==> config.mk <==
export PLATFORM = sky130hd
export DESIGN_NAME = iterated_sha256_key_derivation
export DESIGN_NICKNAME = d
export VERILOG_FILES = /design/src/design/isha_pkg.sv /design/src/design/iterated_sha256_key_derivation.sv /design/src/design/isha_core.sv
export SDC_FILE = /design/constraint.sdc
export NUM_CORES = 2
export LEC_CHECK = 0
export ABC_AREA = 1
export BUFFER_PORTS_ARGS = -buffer_cell sky130_fd_sc_hd__buf_2
export CORE_AREA = 8 8 605 607
export CTS_BUF_LIST = sky130_fd_sc_hd__clkbuf_16
export CTS_CLUSTER_DIAMETER = 40
export DETAILED_ROUTE_END_ITERATION = 7
export DIE_AREA = 0 0 613 615
export HOLD_SLACK_MARGIN = 0.02
export PLACE_DENSITY = 0.44
export SYNTH_ARGS = -nofsm -noshare
export SYNTH_HDL_FRONTEND = slang
export SYNTH_HIERARCHICAL = 1
export SYNTH_SLANG_ARGS = --single-unit
==> constraint.sdc <==
create_clock -name clk -period 26 [get_ports clk]
set_input_delay 2.6 -clock clk [delete_from_list [all_inputs] [get_ports clk]]
set_output_delay 2.6 -clock clk [all_outputs]
set_load 0.01 [all_outputs]
==> src/design/isha_pkg.sv <==
`timescale 1ns / 1ps
// ----------------------------------------------------------------------------
// isha_pkg: shared types and constants for the iterated SHA-256 key stretcher
// Round constants, initial hash value, register indexes and sequencer states.
// ----------------------------------------------------------------------------
package isha_pkg;

  localparam int SALT_BYTES_DEF = 16;
  localparam int ITER_W         = 21;
  localparam int SLEN_W         = 5;
  localparam int CFG_IDX_W      = 2;

  localparam logic [CFG_IDX_W-1:0] REG_SALT_HIGH = 2'd0;
  localparam logic [CFG_IDX_W-1:0] REG_SALT_LOW  = 2'd1;
  localparam logic [CFG_IDX_W-1:0] REG_SALT_LEN  = 2'd2;
  localparam logic [CFG_IDX_W-1:0] REG_ITER_TOT  = 2'd3;

  localparam logic [ITER_W-1:0] ITER_RESET = 21'd1048576;
  localparam logic [SLEN_W-1:0] SLEN_RESET = 5'd16;

  typedef enum logic [2:0] {
    ST_IDLE,
    ST_LOAD,
    ST_ROUND,
    ST_ADD,
    ST_DONE
  } seq_state_t;

  typedef struct packed {
    logic start;   // load working vars from chaining value
    logic step;    // one round
    logic add;     // fold working vars into chaining value
  } core_ctl_t;

  localparam logic [255:0] H_INIT = {
    32'h6a09e667, 32'hbb67ae85, 32'h3c6ef372, 32'ha54ff53a,
    32'h510e527f, 32'h9b05688c, 32'h1f83d9ab, 32'h5be0cd19
  };

  function automatic logic [31:0] round_k(input logic [5:0] i);
    logic [31:0] k;
    case (i)
      6'd0: k = 32'h428a2f98;  6'd1: k = 32'h71374491;
      6'd2: k = 32'hb5c0fbcf;  6'd3: k = 32'he9b5dba5;
      6'd4: k = 32'h3956c25b;  6'd5: k = 32'h59f111f1;
      6'd6: k = 32'h923f82a4;  6'd7: k = 32'hab1c5ed5;
      6'd8: k = 32'hd807aa98;  6'd9: k = 32'h12835b01;
      6'd10: k = 32'h243185be; 6'd11: k = 32'h550c7dc3;
      6'd12: k = 32'h72be5d74; 6'd13: k = 32'h80deb1fe;
      6'd14: k = 32'h9bdc06a7; 6'd15: k = 32'hc19bf174;
      6'd16: k = 32'he49b69c1; 6'd17: k = 32'hefbe4786;
      6'd18: k = 32'h0fc19dc6; 6'd19: k = 32'h240ca1cc;
      6'd20: k = 32'h2de92c6f; 6'd21: k = 32'h4a7484aa;
      6'd22: k = 32'h5cb0a9dc; 6'd23: k = 32'h76f988da;
      6'd24: k = 32'h983e5152; 6'd25: k = 32'ha831c66d;
      6'd26: k = 32'hb00327c8; 6'd27: k = 32'hbf597fc7;
      6'd28: k = 32'hc6e00bf3; 6'd29: k = 32'hd5a79147;
      6'd30: k = 32'h06ca6351; 6'd31: k = 32'h14292967;
      6'd32: k = 32'h27b70a85; 6'd33: k = 32'h2e1b2138;
      6'd34: k = 32'h4d2c6dfc; 6'd35: k = 32'h53380d13;
      6'd36: k = 32'h650a7354; 6'd37: k = 32'h766a0abb;
      6'd38: k = 32'h81c2c92e; 6'd39: k = 32'h92722c85;
      6'd40: k = 32'ha2bfe8a1; 6'd41: k = 32'ha81a664b;
      6'd42: k = 32'hc24b8b70; 6'd43: k = 32'hc76c51a3;
      6'd44: k = 32'hd192e819; 6'd45: k = 32'hd6990624;
      6'd46: k = 32'hf40e3585; 6'd47: k = 32'h106aa070;
      6'd48: k = 32'h19a4c116; 6'd49: k = 32'h1e376c08;
      6'd50: k = 32'h2748774c; 6'd51: k = 32'h34b0bcb5;
      6'd52: k = 32'h391c0cb3; 6'd53: k = 32'h4ed8aa4a;
      6'd54: k = 32'h5b9cca4f; 6'd55: k = 32'h682e6ff3;
      6'd56: k = 32'h748f82ee; 6'd57: k = 32'h78a5636f;
      6'd58: k = 32'h84c87814; 6'd59: k = 32'h8cc70208;
      6'd60: k = 32'h90befffa; 6'd61: k = 32'ha4506ceb;
      6'd62: k = 32'hbef9a3f7; 6'd63: k = 32'hc67178f2;
      default: k = 32'h0;
    endcase
    return k;
  endfunction

endpackage

==> src/design/iterated_sha256_key_derivation.sv <==
`timescale 1ns / 1ps
// ----------------------------------------------------------------------------
// iterated_sha256_key_derivation: iterated SHA-256 key stretching
// Channel  Dir  Beat contents (tdata, low bits first)
// in_      in   seed_word0..seed_word3, 256 bits
// out_     out  key_word0..key_word3, 256 bits
// cfg_     in   cfg_index selects salt_high, salt_low, salt_len, iteration_total
// Per iteration two compressions, each of one load, 64 rounds and one fold,
// all on the one round datapath. Input is not ready from acceptance until
// the key is taken.
// Reset is synchronous and restores the register defaults; output stalls hold.
// ----------------------------------------------------------------------------
module iterated_sha256_key_derivation
  import isha_pkg::*;
#(
  parameter int SALT_BYTES = SALT_BYTES_DEF
) (
  input  logic                 clk,
  input  logic                 rst_n,
  input  logic                 in_tvalid,
  output logic                 in_tready,
  input  logic [255:0]         in_tdata,   // seed_word0, seed_word1, seed_word2, seed_word3
  output logic                 out_tvalid,
  input  logic                 out_tready,
  output logic [255:0]         out_tdata,  // key_word0, key_word1, key_word2, key_word3
  input  logic                 cfg_valid,
  output logic                 cfg_ready,
  input  logic [CFG_IDX_W-1:0] cfg_index,
  input  logic [63:0]          cfg_data
);

  logic [63:0]        salt_high_r, salt_low_r;
  logic [SLEN_W-1:0]  salt_len_r;
  logic [ITER_W-1:0]  iter_tot_r;
  logic [255:0]       seed_r, run_r, run_nxt;
  logic [ITER_W-1:0]  ic_r, ic_nxt;
  logic [5:0]         rnd_r, rnd_nxt;
  logic               blk_r, blk_nxt;
  seq_state_t         state_r, state_nxt;
  core_ctl_t          ctl;
  logic [255:0]       chain_in, chain_out, fold_out;
  logic [511:0]       block;
  logic [127:0]       salt_area;
  logic [63:0]        ic_le;
  logic               out_valid_r, out_valid_nxt;

  assign cfg_ready = 1'b1;

  always_ff @(posedge clk) begin
    if (!rst_n) begin
      salt_high_r <= '0;
      salt_low_r  <= '0;
      salt_len_r  <= SLEN_RESET;
      iter_tot_r  <= ITER_RESET;
    end else if (cfg_valid) begin
      case (cfg_index)
        REG_SALT_HIGH: salt_high_r <= cfg_data;
        REG_SALT_LOW:  salt_low_r  <= cfg_data;
        REG_SALT_LEN:  salt_len_r  <= cfg_data[SLEN_W-1:0];
        REG_ITER_TOT:  iter_tot_r  <= cfg_data[ITER_W-1:0];
        default: ;
      endcase
    end
  end

  // salt bytes at or past the effective length read as zero
  always_comb begin
    logic [127:0] s;
    s = {salt_high_r, salt_low_r};
    for (int i = 0; i < 16; i++) begin
      salt_area[127-8*i -: 8] = (i < SALT_BYTES && i < int'(salt_len_r)) ?
                                s[127-8*i -: 8] : 8'h00;
    end
  end

  always_comb begin
    logic [63:0] ic64;
    ic64 = {{(64-ITER_W){1'b0}}, ic_r};
    for (int i = 0; i < 8; i++) ic_le[63-8*i -: 8] = ic64[8*i +: 8];
  end

  assign block = blk_r ? {salt_area, ic_le, 8'h80, 248'd0, 64'd704}
                       : {run_r, seed_r[255:192], seed_r[191:128],
                          seed_r[127:64], seed_r[63:0]};
  assign chain_in = blk_r ? chain_out : H_INIT;

  isha_core u_core (
    .clk       (clk),
    .ctl       (ctl),
    .rnd       (rnd_r),
    .block     (block),
    .chain_in  (chain_in),
    .chain_out (chain_out),
    .fold_out  (fold_out)
  );

  always_ff @(posedge clk) begin
    if (!rst_n) begin
      state_r     <= ST_IDLE;
      out_valid_r <= 1'b0;
    end else begin
      state_r     <= state_nxt;
      out_valid_r <= out_valid_nxt;
    end
    ic_r  <= ic_nxt;
    rnd_r <= rnd_nxt;
    blk_r <= blk_nxt;
    run_r <= run_nxt;
    if (in_tvalid && in_tready) begin
      seed_r <= {in_tdata[63:0], in_tdata[127:64], in_tdata[191:128], in_tdata[255:192]};
    end
  end

  always_comb begin
    state_nxt     = state_r;
    out_valid_nxt = out_valid_r;
    ic_nxt        = ic_r;
    rnd_nxt       = rnd_r;
    blk_nxt       = blk_r;
    run_nxt       = run_r;
    ctl           = '0;
    in_tready     = 1'b0;
    case (state_r)
      ST_IDLE: begin
        in_tready = 1'b1;
        if (in_tvalid) begin
          run_nxt = '0;
          ic_nxt  = '0;
          blk_nxt = 1'b0;
          state_nxt = ST_LOAD;
        end
      end
      ST_LOAD: begin
        if (ic_r == iter_tot_r) begin
          out_valid_nxt = 1'b1;
          state_nxt     = ST_DONE;
        end else begin
          ctl.start = 1'b1;
          rnd_nxt   = '0;
          state_nxt = ST_ROUND;
        end
      end
      ST_ROUND: begin
        ctl.step = 1'b1;
        rnd_nxt  = rnd_r + 6'd1;
        if (rnd_r == 6'd63) state_nxt = ST_ADD;
      end
      ST_ADD: begin
        ctl.add   = 1'b1;
        state_nxt = ST_LOAD;
        if (blk_r) begin
          blk_nxt = 1'b0;
          ic_nxt  = ic_r + 1'b1;
          // folded digest of the second block is the new running hash
          run_nxt = fold_out;
        end else begin
          blk_nxt = 1'b1;
        end
      end
      ST_DONE: begin
        if (out_tready) begin
          out_valid_nxt = 1'b0;
          state_nxt     = ST_IDLE;
        end
      end
      default: state_nxt = ST_IDLE;
    endcase
  end

  assign out_tvalid = out_valid_r;
  assign out_tdata  = {run_r[63:0], run_r[127:64], run_r[191:128], run_r[255:192]};

endmodule

==> src/design/isha_core.sv <==
`timescale 1ns / 1ps
// ----------------------------------------------------------------------------
// isha_core: SHA-256 compression, one round per cycle while ctl.step is high
// Rolling 16-word schedule window and a single shared round datapath.
// ----------------------------------------------------------------------------
module isha_core
  import isha_pkg::*;
(
  input  logic         clk,
  input  core_ctl_t    ctl,
  input  logic [5:0]   rnd,
  input  logic [511:0] block,     // word 0 in the top bits
  input  logic [255:0] chain_in,  // h0 in the top bits
  output logic [255:0] chain_out,
  output logic [255:0] fold_out   // chaining value with the working vars folded in
);

  logic [31:0] w_r [16];
  logic [31:0] w_nxt [16];
  logic [31:0] a_r, b_r, c_r, d_r, e_r, f_r, g_r, h_r;
  logic [255:0] chain_r;
  logic [255:0] fold;
  logic [31:0] wt, s0, s1, t1, t2, ws0, ws1, wnew;

  always_comb begin
    wt   = w_r[0];
    ws0  = {w_r[1][6:0], w_r[1][31:7]} ^ {w_r[1][17:0], w_r[1][31:18]} ^ (w_r[1] >> 3);
    ws1  = {w_r[14][16:0], w_r[14][31:17]} ^ {w_r[14][18:0], w_r[14][31:19]}
           ^ (w_r[14] >> 10);
    wnew = w_r[0] + ws0 + w_r[9] + ws1;
    s1 = {e_r[5:0], e_r[31:6]} ^ {e_r[10:0], e_r[31:11]} ^ {e_r[24:0], e_r[31:25]};
    s0 = {a_r[1:0], a_r[31:2]} ^ {a_r[12:0], a_r[31:13]} ^ {a_r[21:0], a_r[31:22]};
    t1 = h_r + s1 + ((e_r & f_r) ^ (~e_r & g_r)) + round_k(rnd) + wt;
    t2 = s0 + ((a_r & b_r) ^ (a_r & c_r) ^ (b_r & c_r));
    for (int i = 0; i < 15; i++) w_nxt[i] = w_r[i+1];
    w_nxt[15] = wnew;
    fold = {chain_r[255:224] + a_r, chain_r[223:192] + b_r,
            chain_r[191:160] + c_r, chain_r[159:128] + d_r,
            chain_r[127:96]  + e_r, chain_r[95:64]   + f_r,
            chain_r[63:32]   + g_r, chain_r[31:0]    + h_r};
  end

  always_ff @(posedge clk) begin
    if (ctl.start) begin
      for (int i = 0; i < 16; i++) w_r[i] <= block[511-32*i -: 32];
      {a_r, b_r, c_r, d_r, e_r, f_r, g_r, h_r} <= chain_in;
      chain_r <= chain_in;
    end else if (ctl.step) begin
      w_r <= w_nxt;
      h_r <= g_r; g_r <= f_r; f_r <= e_r; e_r <= d_r + t1;
      d_r <= c_r; c_r <= b_r; b_r <= a_r; a_r <= t1 + t2;
    end else if (ctl.add) begin
      chain_r <= fold;
    end
  end

  assign chain_out = chain_r;
  assign fold_out  = fold;

endmodule

==> results.toml <==
[logic_synthesis]
syn_area_per_cell_sq_um = 8.329
synthTopCellsByArea = "edfxtp_1, nand2_1, inv_1, ha_1, nor2_1"
syn_nets = 13679
yosysWarnings = 6
synth_ff_type = "edfxtp_1"
ys_seq_elements = 1722
synth.distinct_cells = 69
async_reset_ff_frac = 0
synthCells = 12765
synth_area_sq_um = 106300
synth_top_area_share = 0.4417
synth_top_area_cell = "edfxtp_1"
seq_area_frac_synth = 0.4715
synth_edf_count = 1564

[drt]
viasPerCell = 4.952
dr.pass1.iters = 5
drt_iter0_markers = 9465
post-route-drc-count = 0
num_vias = 91202
routed_wl_um = 506200
final_antenna_net_count = 0
wire_per_inst_um = 27.49

[worst_setup_path]
slowest_stage = "edfxtp_1"
worstReg2RegStart = "rnd_r[1]"
r2r_slack_ns = 17.89
start_kind = "flip-flop"
reg2reg_to = "u_core/a_r[30]"
cp.arrival_ns = 8.75
cp_slowest_stage_delay_ns = 0.64
required_ns = 26.65
worstPathMaxFanout = 14
cp-end-kind = "flip-flop"
crit_top_cell = "nand2_1"
reg2regPathDepth = 28
path_class = "flip-flop to flip-flop"

[place]
portBuffers = 584
placed_area_sq_um = 114300
hpwl_um = 397600
gp_congestion = 0.9617

[cells_and_area]
utilization = 0.3535
multi_input_area_sq_um = 47100
seq_area_sq_um = 50130
stdcell_area_sq_um = 126200
fill_cells = 37825
synthToLayoutAreaGrowth_pct = 18.69
fin_nets = 14241
drive_above_1_share = 0.1182

[global_routing]
grt_usage = 0.2576
grt_overflow = 0
antenna_found_initial = 73
grt_pass1_vias = 87448
grt_max_degree = 206
grt_pass1_wl_um = 691700

[clocking]
clk_pin_slew_ns = 0.04
cts.htree.levels = 5
post_cts_buffers = 0
cts_sinks = 1722
cts_root_buffer = "clkbuf_16"
cts_tree = "built"
postCtsHoldBufs = 0
cts_resized = 0
cts_buffers = 343
clock_path_buffers = 4
clkLatencyLatePin_ns = 0.94

[timing]
skew_ns = 0.06521
period_minus_slack_ns = 8.106
period_share = 0.3118
setup_viol = 0
tns_ns = 0
relSlewSlack = 0.09989
fmax_mhz = 123.4
maxSlewViolCount = 0
holdWs_ns = 0.4469
rsz0062_at_grt = "no"
worstMarginPinSlew_ns = 1.336
hold_viol = 0

[status]
status = "complete, no violations"

[hold_path]
min_path_type = "flip-flop to flip-flop"
hp-start = "salt_low_r[61]"
hold-path-cell-count = 2
hold_path_end = "salt_low_r[61]"

[floorplanning]
io_pins = 586
placementRows = 220
die_area_sq_um = 377000
die_y_um = 615
floorplan.core_area_sq_um = 357000
dieWidth_um = 613
start_util = 0.2978

[flow_run]
drv_cap = 0
==> logic make-up after synthesis <==
group,Yosys count,synth area share
buffers and inverters,2404,0.08624
other,1,0.00003527
adder cells (fa/ha/maj),600,0.08407
AND/OR/NAND/NOR,5726,0.2185
AO/OA/AOI/OAI,1814,0.09652
flip-flops,1722,0.4715
XOR/XNOR,498,0.04314
==> worst max path at each step <==
stage,from,endpoint,slack (ns),cells after the start
2_1_floorplan,state_r[0],ic_r[0],4.50,5
3_3_place_gp,rnd_r[1],u_core/a_r[30],17.97,27
3_5_place_dp,rnd_r[1],u_core/a_r[18],18.00,25
4_1_cts,rnd_r[1],u_core/a_r[30],17.93,27
5_1_grt,rnd_r[4],u_core/a_r[30],17.48,31
6_report,rnd_r[1],u_core/a_r[30],17.89,28
==> synth_stat cells (12+ instances only) <==
master / count
xor2_1: 266
nand3_2: 12
nand4_1: 66
edfxtp_1: 1564
o22ai_1: 13
clkbuf_1: 341
inv_1: 1925
o21ai_1: 78
nand2_2: 40
buf_2: 96
nand3_1: 385
a21oi_2: 24
nor3_1: 92
nor4_1: 23
nand2_1: 3591
o21a_1: 20
o21ai_0: 801
a21oi_1: 546
fa_1: 195
o211ai_1: 15
or2_2: 157
xnor2_1: 202
maj3_1: 13
ha_1: 392
xor2_2: 27
a31oi_1: 53
o31ai_1: 50
and2_1: 49
nand3b_1: 23
buf_1: 25
dfxtp_1: 158
o21ai_2: 17
a21boi_0: 27
a21o_1: 44
o21bai_1: 42
o221ai_1: 22
nor3_2: 13
nor2_1: 1258
==> layout make-up <==
class,count,area share
multi-input cells,8639,0.3733
clock inverters,293,0.02476
diodes,21,0.0004164
repair buffers,685,0.03028
well taps,4773,0.04732
flip-flops and latches,1722,0.3972
clock buffers,347,0.06881
inverters,1936,0.05790
==> through the flow <==
stage	setup slack [ns]	cells
after floorplan	4.501	12765
after global placement	17.97	17755
after detailed placement	18.00	17755
after CTS	17.93	18395
after global routing	17.48	18402
final	17.89	18416
==> worst max-delay path, delay by kind of cell, from the launching register on <==
family	cells	cell delay, ns
xor gates and xnor gates	1	0.62
adders and majority gates	5	2.44
DFF	1	0.64
and+or+nand+nor	14	2.67
buffers and inverters	5	0.93
AOI/OAI and AO/OA	3	0.51
==> layout by cell type, fill, tap and decap left out, drive strengths merged, types with 21 or more instances in the layout <==
| master | instances |
|---|---|
| o21ai | 898 |
| nand3b | 23 |
| nand4 | 66 |
| buf | 685 |
| nand3 | 397 |
| o21bai | 51 |
| clkinvlp | 34 |
| nand2 | 3631 |
| fa | 195 |
| nor2 | 1266 |
| edfxtp | 1564 |
| diode | 21 |
| xor2 | 293 |
| bufinv | 43 |
| a21boi | 29 |
| a31oi | 53 |
| clkinv | 156 |
| nor3 | 107 |
| a21oi | 579 |
| dfxtp | 158 |
| o31ai | 50 |
| nor4 | 23 |
| clkbuf | 347 |
| ha | 392 |
| a21o | 44 |
| xnor2 | 205 |
| or2 | 161 |
| and2 | 49 |
| inv | 1996 |
| o221ai | 22 |
==> per-layer routing <==
metal,routed length (um),GRT usage
met3,31510,0.03545
met1,223100,0.3550
met2,230400,0.4121
met4,21160,0.09322
met5,64,0
==> state kept, by name (all words and copies together), names as in the netlist, 32 cells and up <==
signal,cells
u_core/d_r,32
u_core/e_r,32
seed_r,256
u_core/wt,32
u_core/w_nxt,480
run_r,256
u_core/chain_out,256
u_core/g_r,32
salt_low_r,64
u_core/a_r,32
u_core/f_r,32
salt_high_r,64
u_core/b_r,32
u_core/h_r,32
u_core/c_r,32
Power is not shown: default switching activity piles up to over one toggle a cycle in this logic, so the estimate is an artifact.
